**src/hw/rtl/hml_pkg.sv**
```systemverilog
// Package for the hash multimap: payload structs, FSM encodings, status codes,
// hash constants and default sizes. No dependencies.
package hml_pkg;

    localparam int KEY_SLOTS_DEF         = 1024;
    localparam int INFO_SLOTS_DEF        = 4096;
    localparam int MAX_INFOS_PER_KEY_DEF = 64;

    localparam logic [63:0] MIX_C1    = 64'hff51afd7ed558ccd;
    localparam logic [63:0] MIX_C2    = 64'hc4ceb9fe1a85ec53;
    localparam int          MIX_SHIFT = 33;

    typedef enum logic [1:0] {
        ST_OK        = 2'd0,
        ST_KEYS_FULL = 2'd1,
        ST_POOL_FULL = 2'd2,
        ST_LIST_FULL = 2'd3
    } status_t;

    typedef enum logic [0:0] {
        OP_ADD    = 1'b0,
        OP_LOOKUP = 1'b1
    } opcode_t;

    typedef enum logic [0:0] {
        F_IDLE,
        F_MUL
    } front_state_t;

    typedef enum logic [2:0] {
        B_CLEAR,
        B_IDLE,
        B_PROBE_RD,
        B_PROBE_CHK,
        B_LIST_RD,
        B_LIST_CHK
    } back_state_t;

    typedef struct packed {
        logic [0:0]  opcode;
        logic [63:0] key;
        logic [63:0] info_value;
    } cmd_t;

    typedef struct packed {
        logic [1:0]  status;
        logic        found;
        logic [6:0]  info_count;
        logic [63:0] result_info;
        logic        last;
    } result_t;

    typedef struct packed {
        logic [0:0]  opcode;
        logic [63:0] key;
        logic [63:0] info_value;
        logic [63:0] hash;
    } job_t;

endpackage

```
**src/hw/rtl/hml_queue.sv**
```systemverilog
// Two-entry job queue between the hash front end and the table engine.
// Uses hml_pkg.
module hml_queue (
    input  logic          clk,
    input  logic          rst_n,
    input  logic          push,
    input  hml_pkg::job_t push_job,
    input  logic          pop,
    output hml_pkg::job_t head,
    output logic          empty
);
    import hml_pkg::*;

    job_t       q_reg [2];
    logic       wp_reg, wp_next;
    logic       rp_reg, rp_next;
    logic [1:0] n_reg, n_next;

    always_ff @(posedge clk or negedge rst_n)
    begin
        if (!rst_n)
        begin
            wp_reg <= 1'b0;
            rp_reg <= 1'b0;
            n_reg  <= 2'd0;
        end
        else
        begin
            wp_reg <= wp_next;
            rp_reg <= rp_next;
            n_reg  <= n_next;
        end
    end

    always_ff @(posedge clk)
    begin
        if (push && n_reg != 2'd2)
        begin
            q_reg[wp_reg] <= push_job;
        end
    end

    always_comb
    begin
        logic do_push;
        logic do_pop;
        do_push = push && (n_reg != 2'd2);
        do_pop  = pop && (n_reg != 2'd0);
        wp_next = do_push ? ~wp_reg : wp_reg;
        rp_next = do_pop ? ~rp_reg : rp_reg;
        n_next  = n_reg + 2'(do_push) - 2'(do_pop);
    end

    assign head  = q_reg[rp_reg];
    assign empty = (n_reg == 2'd0);
endmodule

```
**config.mk**
```make
export PLATFORM = sky130hd
export DESIGN_NAME = hml_queue
export DESIGN_NICKNAME = d
export VERILOG_FILES = /design/src/hw/rtl/hml_pkg.sv /design/src/hw/rtl/hml_queue.sv
export SDC_FILE = /design/constraint.sdc
export NUM_CORES = 1
export LEC_CHECK = 0
export BUFFER_PORTS_ARGS = -buffer_cell sky130_fd_sc_hd__buf_2
export CAP_MARGIN = 20
export CELL_PAD_IN_SITES_DETAIL_PLACEMENT = 1
export CELL_PAD_IN_SITES_GLOBAL_PLACEMENT = 2
export CORE_ASPECT_RATIO = 1.75
export CORE_MARGIN = 2
export CORE_UTILIZATION = 42
export CTS_BUF_LIST = sky130_fd_sc_hd__clkbuf_16
export CTS_CLUSTER_DIAMETER = 40
export DETAILED_ROUTE_END_ITERATION = 16
export GPL_ROUTABILITY_DRIVEN = 0
export GPL_TIMING_DRIVEN = 0
export PLACE_DENSITY_LB_ADDON = 0.1
export RECOVER_POWER = 25
export REMOVE_ABC_BUFFERS = 1
export SETUP_SLACK_MARGIN = 0.2
export SYNTH_ARGS = -nofsm -noshare
export SYNTH_HDL_FRONTEND = slang
export SYNTH_SLANG_ARGS = --single-unit
```
**constraint.sdc**
```tcl
create_clock -name clk -period 29.3 [get_ports clk]
set_clock_uncertainty 0.2 [all_clocks]
set_input_delay 5.86 -clock clk [delete_from_list [all_inputs] [get_ports clk]]
set_output_delay 5.86 -clock clk [all_outputs]
set_load 0.01 [all_outputs]
```
==> results.json <==
{
  "status": "finished clean",
  "min_from": "n_reg[1]",
  "netlist_area_um2": 14800,
  "power_leakage_uw": 0.00744,
  "crit_required_ns": 23.24,
  "r2r-start": "n_reg[1]",
  "finalSetupTns_ns": 0,
  "die-height_um": 252,
  "finalCritPeriodShare": 0.297,
  "die_area_um2": 36800,
  "dp_hpwl_um": 22700,
  "wirelength_um": 32100,
  "hold_viol": 0,
  "synth_top_area_cell": "edfxtp_1",
  "yosysWarnings": 0,
  "pre_cts_ws_ns": 21.12,
  "ioPinCount": 391,
  "r2r_cells": 6,
  "fin_ws_ns": 20.60,
  "grt_max_degree": 46,
  "cts_max_path_buffers": 3,
  "ant_nets": 0,
  "reg2reg_slack_ns": 26.98,
  "num_vias": 7279,
  "fin_util": 0.537,
  "cts_resized": 0,
  "layout-drive-gt1-share": 0.599,
  "drcViolationCount": 0,
  "first_iter_violations": 287,
  "grt.total_usage": 0.170,
  "ys_ff_latch": 390,
  "synth.yosys.seq_area_share": 0.790,
  "timing.rr.end": "q_reg[0][35]",
  "rows": 91,
  "fill_cells": 3260,
  "io_buffers": 390,
  "vias_per_cell": 4.70,
  "drv_slew": 0,
  "initial_core_util": 0.423,
  "ir_drop_mv": 0.0538,
  "cts_tree": "built",
  "crit_fanout": 45,
  "wl_per_cell_um": 20.7,
  "grt_pass1_vias": 8108,
  "post-cts-setup-buffers": 0,
  "max_slew_margin": 0.568,
  "synth_top_area_share": 0.784,
  "cp-start-kind": "flop",
  "avgSynthCellArea_um2": 23.9,
  "area_delta_synth_final_pct": 27.0,
  "clk_latency_ns": 0.53,
  "postSynthCellCount": 619,
  "core_um2": 35000,
  "antenna_found_initial": 15,
  "cts_root_buf": "clkbuf_16",
  "finalSetupViolCount": 0,
  "critPathCaptureType": "output port",
  "overflow": 0,
  "htree_levels": 2,
  "numCtsBuffers": 39,
  "die_x_um": 146,
  "crit_path_end": "head[183]",
  "nets": 1246,
  "netlist_top_cells_area": "edfxtp_1 (78%), mux2_4 (16%), mux2_2 (2.5%), buf_6 (1.4%), dfrtp_1 (0.68%)",
  "numClockSinks": 390,
  "postPlaceCellArea_um2": 17600,
  "synth_cell_types": 14,
  "final_area_um2": 18800,
  "grt_pass1_wl_um": 47100,
  "path_clk_slew_ns": 0.06,
  "min_period_ns": 8.70,
  "worst_pin_slew_ns": 0.648,
  "hold_buffers": 0,
  "cap_violations": 0,
  "drt_pass1_iterations": 4,
  "max_freq_ghz": 0.115,
  "rsz0062_at_grt": "false",
  "p_per_area_nw_per_um2": 102,
  "largest_reg_flops": 386,
  "worstSetupStartpoint": "rp_reg",
  "critPathArrivalTime_ns": 2.64,
  "hold_class": "reg2reg",
  "critical_path_class": "reg2out"
}
-- worst max-delay path: stages (launching register included) --
cell and delay [ns]:
dfrtp_4 0.84, buf_16 0.35, buf_16 0.33, mux2_2 0.38, buf_2 0.14
-- layer usage --
metal / share of wire / up-vias / wire, um / track usage
met5: 0.0010 / - / 32 / 0
met4: 0.044 / 6 / 1400 / 0.0910
met3: 0.080 / 76 / 2570 / 0.0592
met2: 0.55 / 271 / 17800 / 0.315
met1: 0.32 / 3595 / 10300 / 0.164
li1: - / 3331 / - / -
-- report_power, final --
group	leakage [uW]	switching [uW]	internal [uW]
clock network	0.000629	200	278
logic	0.00319	315	322
registers	0.00363	41.6	761
total	0.00744	557	1360
-- cell type report --
cell class	count	area [um^2]	share of cell area
tap	465	582	0.0310
timing repair buffer	409	2370	0.126
sequential	390	11700	0.623
clock buffer	41	1030	0.0546
multi-input combinational	204	2870	0.153
clock inverter	25	196	0.0105
inverter	3	11.3	0.000599
antenna	12	30.0	0.00160
-- worst min path at each step --
| stage | end | cells past startpoint |
|---|---|---|
| detailed placement | n_reg[1] | 1 |
| floorplan | n_reg[1] | 1 |
| global route | n_reg[1] | 1 |
| CTS | n_reg[1] | 1 |
| global placement | wp_reg | 1 |
| finish | n_reg[1] | 1 |
-- cell usage after synthesis --
| cell type | n |
|---|---|
| buf_8 | 1 |
| inv_1 | 3 |
| o21ai_1 | 1 |
| nor2_1 | 3 |
| xor2_1 | 1 |
| ha_1 | 2 |
| dfrtp_1 | 4 |
| mux2_4 | 160 |
| buf_2 | 3 |
| edfxtp_1 | 386 |
| mux2_2 | 33 |
| xnor2_1 | 3 |
| nor2b_1 | 1 |
| buf_6 | 18 |
-- placed cells by master, fill, tap and decap left out --
master,count
clkinv_1,4
diode_2,12
buf_1,1
buf_16,8
nor2_1,1
mux2_4,160
clkbuf_16,41
clkinv_2,2
mux2_2,33
bufinv_16,3
dfrtp_4,1
buf_2,376
buf_12,11
clkinvlp_4,3
inv_6,1
o21ai_1,1
dfrtp_1,3
clkinv_4,1
xnor2_1,3
edfxtp_1,386
nor2b_1,1
nor2_4,2
ha_1,2
xor2_1,1
clkbuf_1,13
inv_1,14
-- stage by stage --
step	hold WS (ns)	total power, uW	std cells
2_1_floorplan	0.267	1340	597
3_3_place_gp	0.282	1650	1452
3_5_place_dp	0.323	1470	1471
4_1_cts	0.333	1950	1537
5_1_grt	0.373	2010	1547
6_report	0.330	1920	1549
-- cells by family (layout without fill, tap and decap cells) --
kind of cell / Yosys count / after routing / share of synthesized area
DFF: 390 / 390 / 0.790
muxes: 193 / 193 / 0.188
buffers and inverters: 25 / 478 / 0.0165
xor gates and xnor gates: 4 / 4 / 0.00237
and+or+nand+nor: 4 / 4 / 0.00118
adders and majority gates: 2 / 2 / 0.00169
AOI/OAI and AO/OA: 1 / 1 / 0.000338
other: 0 / 12 / 0
Power figures use the tool's default switching activity.
