$ cat src/hw/rtl/hml_pkg.sv
// Package for the hash multimap: payload structs, FSM encodings, status codes,
// hash constants and default sizes. No dependencies.
package hml_pkg;

    localparam int KEY_SLOTS_DEF         = 1024;
    localparam int INFO_SLOTS_DEF        = 4096;
    localparam int MAX_INFOS_PER_KEY_DEF = 64;

    localparam logic [63:0] MIX_C1    = 64'hff51afd7ed558ccd;
    localparam logic [63:0] MIX_C2    = 64'hc4ceb9fe1a85ec53;
    localparam int          MIX_SHIFT = 33;

    typedef enum logic [1:0] {
        ST_OK        = 2'd0,
        ST_KEYS_FULL = 2'd1,
        ST_POOL_FULL = 2'd2,
        ST_LIST_FULL = 2'd3
    } status_t;

    typedef enum logic [0:0] {
        OP_ADD    = 1'b0,
        OP_LOOKUP = 1'b1
    } opcode_t;

    typedef enum logic [0:0] {
        F_IDLE,
        F_MUL
    } front_state_t;

    typedef enum logic [2:0] {
        B_CLEAR,
        B_IDLE,
        B_PROBE_RD,
        B_PROBE_CHK,
        B_LIST_RD,
        B_LIST_CHK
    } back_state_t;

    typedef struct packed {
        logic [0:0]  opcode;
        logic [63:0] key;
        logic [63:0] info_value;
    } cmd_t;

    typedef struct packed {
        logic [1:0]  status;
        logic        found;
        logic [6:0]  info_count;
        logic [63:0] result_info;
        logic        last;
    } result_t;

    typedef struct packed {
        logic [0:0]  opcode;
        logic [63:0] key;
        logic [63:0] info_value;
        logic [63:0] hash;
    } job_t;

endpackage

$ cat src/hw/rtl/hml_front.sv
// Front end: accepts commands and computes the 64-bit finalizer hash with a
// shared 32x32 multiplier. Uses hml_pkg.
module hml_front (
    input  logic          clk,
    input  logic          rst_n,
    input  logic          accept,
    input  hml_pkg::cmd_t cmd,
    output logic          push,
    output hml_pkg::job_t job,
    output logic          busy
);
    import hml_pkg::*;

    front_state_t state_reg, state_next;
    logic [1:0]   cnt_reg, cnt_next;
    logic         pass_reg, pass_next;
    logic [63:0]  v_reg, v_next;
    logic [63:0]  acc_reg, acc_next;
    logic [63:0]  prod_reg, prod_next;
    cmd_t         cmd_reg, cmd_next;
    logic [63:0]  cst;
    logic [31:0]  op_a, op_b;
    logic [63:0]  m;

    always_ff @(posedge clk or negedge rst_n)
    begin
        if (!rst_n)
        begin
            state_reg <= F_IDLE;
        end
        else
        begin
            state_reg <= state_next;
        end
    end

    always_ff @(posedge clk)
    begin
        cnt_reg  <= cnt_next;
        pass_reg <= pass_next;
        v_reg    <= v_next;
        acc_reg  <= acc_next;
        prod_reg <= prod_next;
        cmd_reg  <= cmd_next;
    end

    always_comb
    begin
        cst  = pass_reg ? MIX_C2 : MIX_C1;
        op_a = (cnt_reg == 2'd2) ? v_reg[63:32] : v_reg[31:0];
        op_b = (cnt_reg == 2'd1) ? cst[63:32] : cst[31:0];
        m    = acc_reg + {prod_reg[31:0], 32'd0};

        state_next = state_reg;
        cnt_next   = cnt_reg;
        pass_next  = pass_reg;
        v_next     = v_reg;
        acc_next   = acc_reg;
        prod_next  = 64'(op_a) * 64'(op_b);
        cmd_next   = cmd_reg;
        push       = 1'b0;
        job.opcode     = cmd_reg.opcode;
        job.key        = cmd_reg.key;
        job.info_value = cmd_reg.info_value;
        job.hash       = m ^ (m >> MIX_SHIFT);

        case (state_reg)
            F_IDLE:
            begin
                if (accept)
                begin
                    cmd_next   = cmd;
                    v_next     = cmd.key ^ (cmd.key >> MIX_SHIFT);
                    cnt_next   = 2'd0;
                    pass_next  = 1'b0;
                    state_next = F_MUL;
                end
            end
            F_MUL:
            begin
                cnt_next = cnt_reg + 2'd1;
                case (cnt_reg)
                    2'd1:
                    begin
                        acc_next = prod_reg;
                    end
                    2'd2:
                    begin
                        acc_next = acc_reg + {prod_reg[31:0], 32'd0};
                    end
                    2'd3:
                    begin
                        v_next = m ^ (m >> MIX_SHIFT);
                        if (pass_reg)
                        begin
                            push       = 1'b1;
                            state_next = F_IDLE;
                        end
                        else
                        begin
                            pass_next = 1'b1;
                        end
                    end
                    default:
                    begin
                    end
                endcase
            end
            default:
            begin
                state_next = F_IDLE;
            end
        endcase
    end

    assign busy = (state_reg != F_IDLE);
endmodule

$ cat config.mk
export PLATFORM = sky130hd
export DESIGN_NAME = hml_front
export DESIGN_NICKNAME = d
export VERILOG_FILES = /design/src/hw/rtl/hml_pkg.sv /design/src/hw/rtl/hml_front.sv
export SDC_FILE = /design/constraint.sdc
export NUM_CORES = 2
export LEC_CHECK = 0
export ABC_AREA = 1
export BUFFER_PORTS_ARGS = -buffer_cell sky130_fd_sc_hd__buf_4
export CORE_MARGIN = 5
export CORE_UTILIZATION = 64
export CTS_CLUSTER_SIZE = 8
export DETAILED_ROUTE_END_ITERATION = 7
export GPL_TIMING_DRIVEN = 0
export PLACE_DENSITY = 0.86
export SYNTH_ARGS = -nofsm -noshare
export SYNTH_HDL_FRONTEND = slang
export SYNTH_SLANG_ARGS = --single-unit
$ cat constraint.sdc
create_clock -name clk -period 11.2 [get_ports clk]
set_input_delay 0.56 -clock clk [delete_from_list [all_inputs] [get_ports clk]]
set_output_delay 0.56 -clock clk [all_outputs]
set_load 0.05 [all_outputs]
==> flow_summary.yaml <==
status:
  outcome: "complete, no violations"
timing:
  hold_viol_final: 0
  worst_pin_slew_ps: 1280
  finalSetupTns_ps: 0
  period_share: 0.975
  clock_skew_ps: 27.6
  hold_ws_ps: 186
  layout_min_cycle_time_ps: 10920
  relSlewSlack: 0.146
  fmax_mhz: 91.5
  setup_viol: 0
  rsz0062_at_grt: "no"
  drv_slew: 0
grt:
  busiest_layer: "met2"
  grt_use_total: 0.434
  grt_pass1_vias: 37900
  met1_usage: 0.594
  overflow: 0
  grt_pass1_wl_mm: 245
  grt_use_met3: 0.112
  grt_max_degree: 38
  grtUsageMet2: 0.640
  antenna_found_initial: 4
worst_setup_path:
  worstPathRequired_ps: 11570
  critPathCaptureType: "flop"
  reg2reg_slack_ps: 280
  arrival_ps: 11300
  crit_slowest_cell: "clkbuf_1"
  startpoint_type: "flop"
  slowest_delay_ps: 730
  critPathKind: "reg -> reg"
  crit_path_max_fanout: 10
synthesis:
  synth_seq_cells: 325
  yosys.area.top_type_share: 0.344
  synthCells: 5084
  synth_fp_nets: 6378
  synth.avg_cell_area_um2: 8.93
  yosysWarnings: 0
  ys_types: 50
  synth_top_area_cell: "fa_1"
  async_flop_share: 0.00308
  synthFlopType: "edfxtp_1"
  synth_edf_count: 260
  yosysSeqAreaShare: 0.201
  syn-cell-area_mm2: 0.0454
  synthTopCellsByArea: "fa_1 34%, edfxtp_1 17%, inv_1 11%, ha_1 11%, nand2_1 6.9%"
finish:
  largest_reg_flops: 129
  post-route-util: 0.719
  layoutNonFillerInstCount: 6425
  layout-drive-gt1-share: 0.104
  areaGrowthSynthToFinish_pct: 11.2
  nets: 6759
detailed_routing:
  first_pass_iters: 6
  vias_per_cell: 5.84
  wl_mm: 168
  vias: 37500
  ant_nets: 0
  drc: 0
  detail_route.wl_per_cell_um: 26.1
  drt_iter0_drc: 4904
clocking:
  cts_buffers: 46
  cts_tree: "done"
  cts_root_buf: "clkbuf_16"
  h-tree-depth: 2
  cts.sinks: 325
  cts_buffer_depth: 3
  path_clk_slew_ps: 60
  clock_latency_ps: 550
placed_design:
  gp_congestion: 1.06
  portBuffers: 326
  dp_hpwl_mm: 144
  dp_cells: 6357
die:
  dieWidth_um: 276
  start_util: 0.647
  io_pins: 327
  fp-row-count: 97
  die_h_um: 276
  core_area_mm2: 0.0701
  die-area_mm2: 0.0763
min_path:
  min_path_type: "in -> reg"
job:
  maxCapViolations: 0
-- critical path, delay by kind of cell, from the launching register on --
family,cells,cell delay [ps]
buffers and inverters,13,3680
XOR/XNOR,1,480
AO/OA/AOI/OAI,1,130
flip-flops,1,500
AND/OR/NAND/NOR,5,1130
adder cells (fa/ha/maj),10,4800
-- Yosys cell counts, types with 3 or more instances --
cell type / instances
buf_2: 35
xor2_1: 114
a21o_1: 11
o21ai_4: 6
edfxtp_1: 260
o31ai_1: 7
buf_6: 6
and2_1: 25
xor2_2: 4
fa_1: 781
a31oi_1: 8
o21a_1: 5
nor2_2: 28
o22ai_1: 6
nand2_1: 839
nor2_4: 11
a21oi_1: 113
nand4_1: 12
nor3_1: 15
ha_1: 381
dfxtp_1: 64
nand2_2: 9
o21bai_1: 36
o21ai_1: 14
nand3b_1: 10
or2_2: 13
inv_2: 32
a31o_2: 5
a21boi_0: 4
clkbuf_1: 45
o21ai_2: 22
nand3_1: 135
inv_1: 1290
buf_4: 8
nor4_1: 3
xnor2_1: 43
buf_1: 8
nor2_1: 516
o21ai_0: 145
-- per-layer routing --
layer  vias up  share of wire
met5         -       0.000077
met3       574           0.13
met1     18200           0.37
met2      2698           0.43
li1      16000              -
met4         2          0.072
-- logic make-up after synthesis --
group           count (synthesis)  share of synthesized area
simple gates                 1620                      0.146
buf+inv                      1428                      0.121
fa+ha+maj                    1162                      0.450
compound gates                387                     0.0508
flops                         325                      0.201
xor+xnor                      161                     0.0317
other cells                     1                  0.0000826
-- layout by cell type (no fill, tap or decap), drive strengths merged, types with 4 or more instances in the layout --
master	instances
a21boi	4
a21o	11
a21oi	113
a31o	5
a31oi	8
and2	26
buf	391
clkbuf	106
dfxtp	64
edfxtp	260
fa	781
ha	381
inv	1325
nand2	848
nand3	135
nand3b	10
nand4	12
nor2	555
nor3	15
o21a	5
o21ai	187
o21bai	36
o22ai	6
o31ai	9
or2	15
xnor2	43
xor2	118
-- through the flow --
stage	cell area, µm²	setup WS [ps]
after global placement	49000	370
after detailed placement	49200	344
after CTS	50400	272
after floorplan	45400	3310
final	50500	276
after global routing	50400	143
-- area by class of cell --
type / count / area, µm²
Multi-Input combinational cell: 3331 / 30800
Fill cell: 5441 / 19700
Sequential cell: 325 / 9110
Inverter: 1325 / 4980
Timing Repair Buffer: 334 / 2610
Clock buffer: 62 / 1210
Tap cell: 940 / 1180
Buffer: 102 / 519
Clock inverter: 3 / 43.8
Antenna cell: 3 / 7.51
-- path summary, 6_finish.rpt --
kind,startpoint,end,cells after the start
worst max-delay path,pass_reg,prod_reg[30],30
worst min-delay path,cmd[51],job[115],1
worst max register to register,pass_reg,prod_reg[30],30
worst min register to register,prod_reg[58],acc_reg[58],2
max in group asynchronous,rst_n,busy,2
min in group asynchronous,rst_n,busy,2
-- what timing repair did --
item                                    4_1_cts  5_1_grt
hold buffers                                  1        0
gates resized for setup                       0        3
hold endpoints to repair                      1        0
setup buffers                                 0        0
endpoints found under the setup margin        0        5
Power is not shown: default switching activity piles up to over one toggle a cycle in this logic, so the estimate is an artifact.
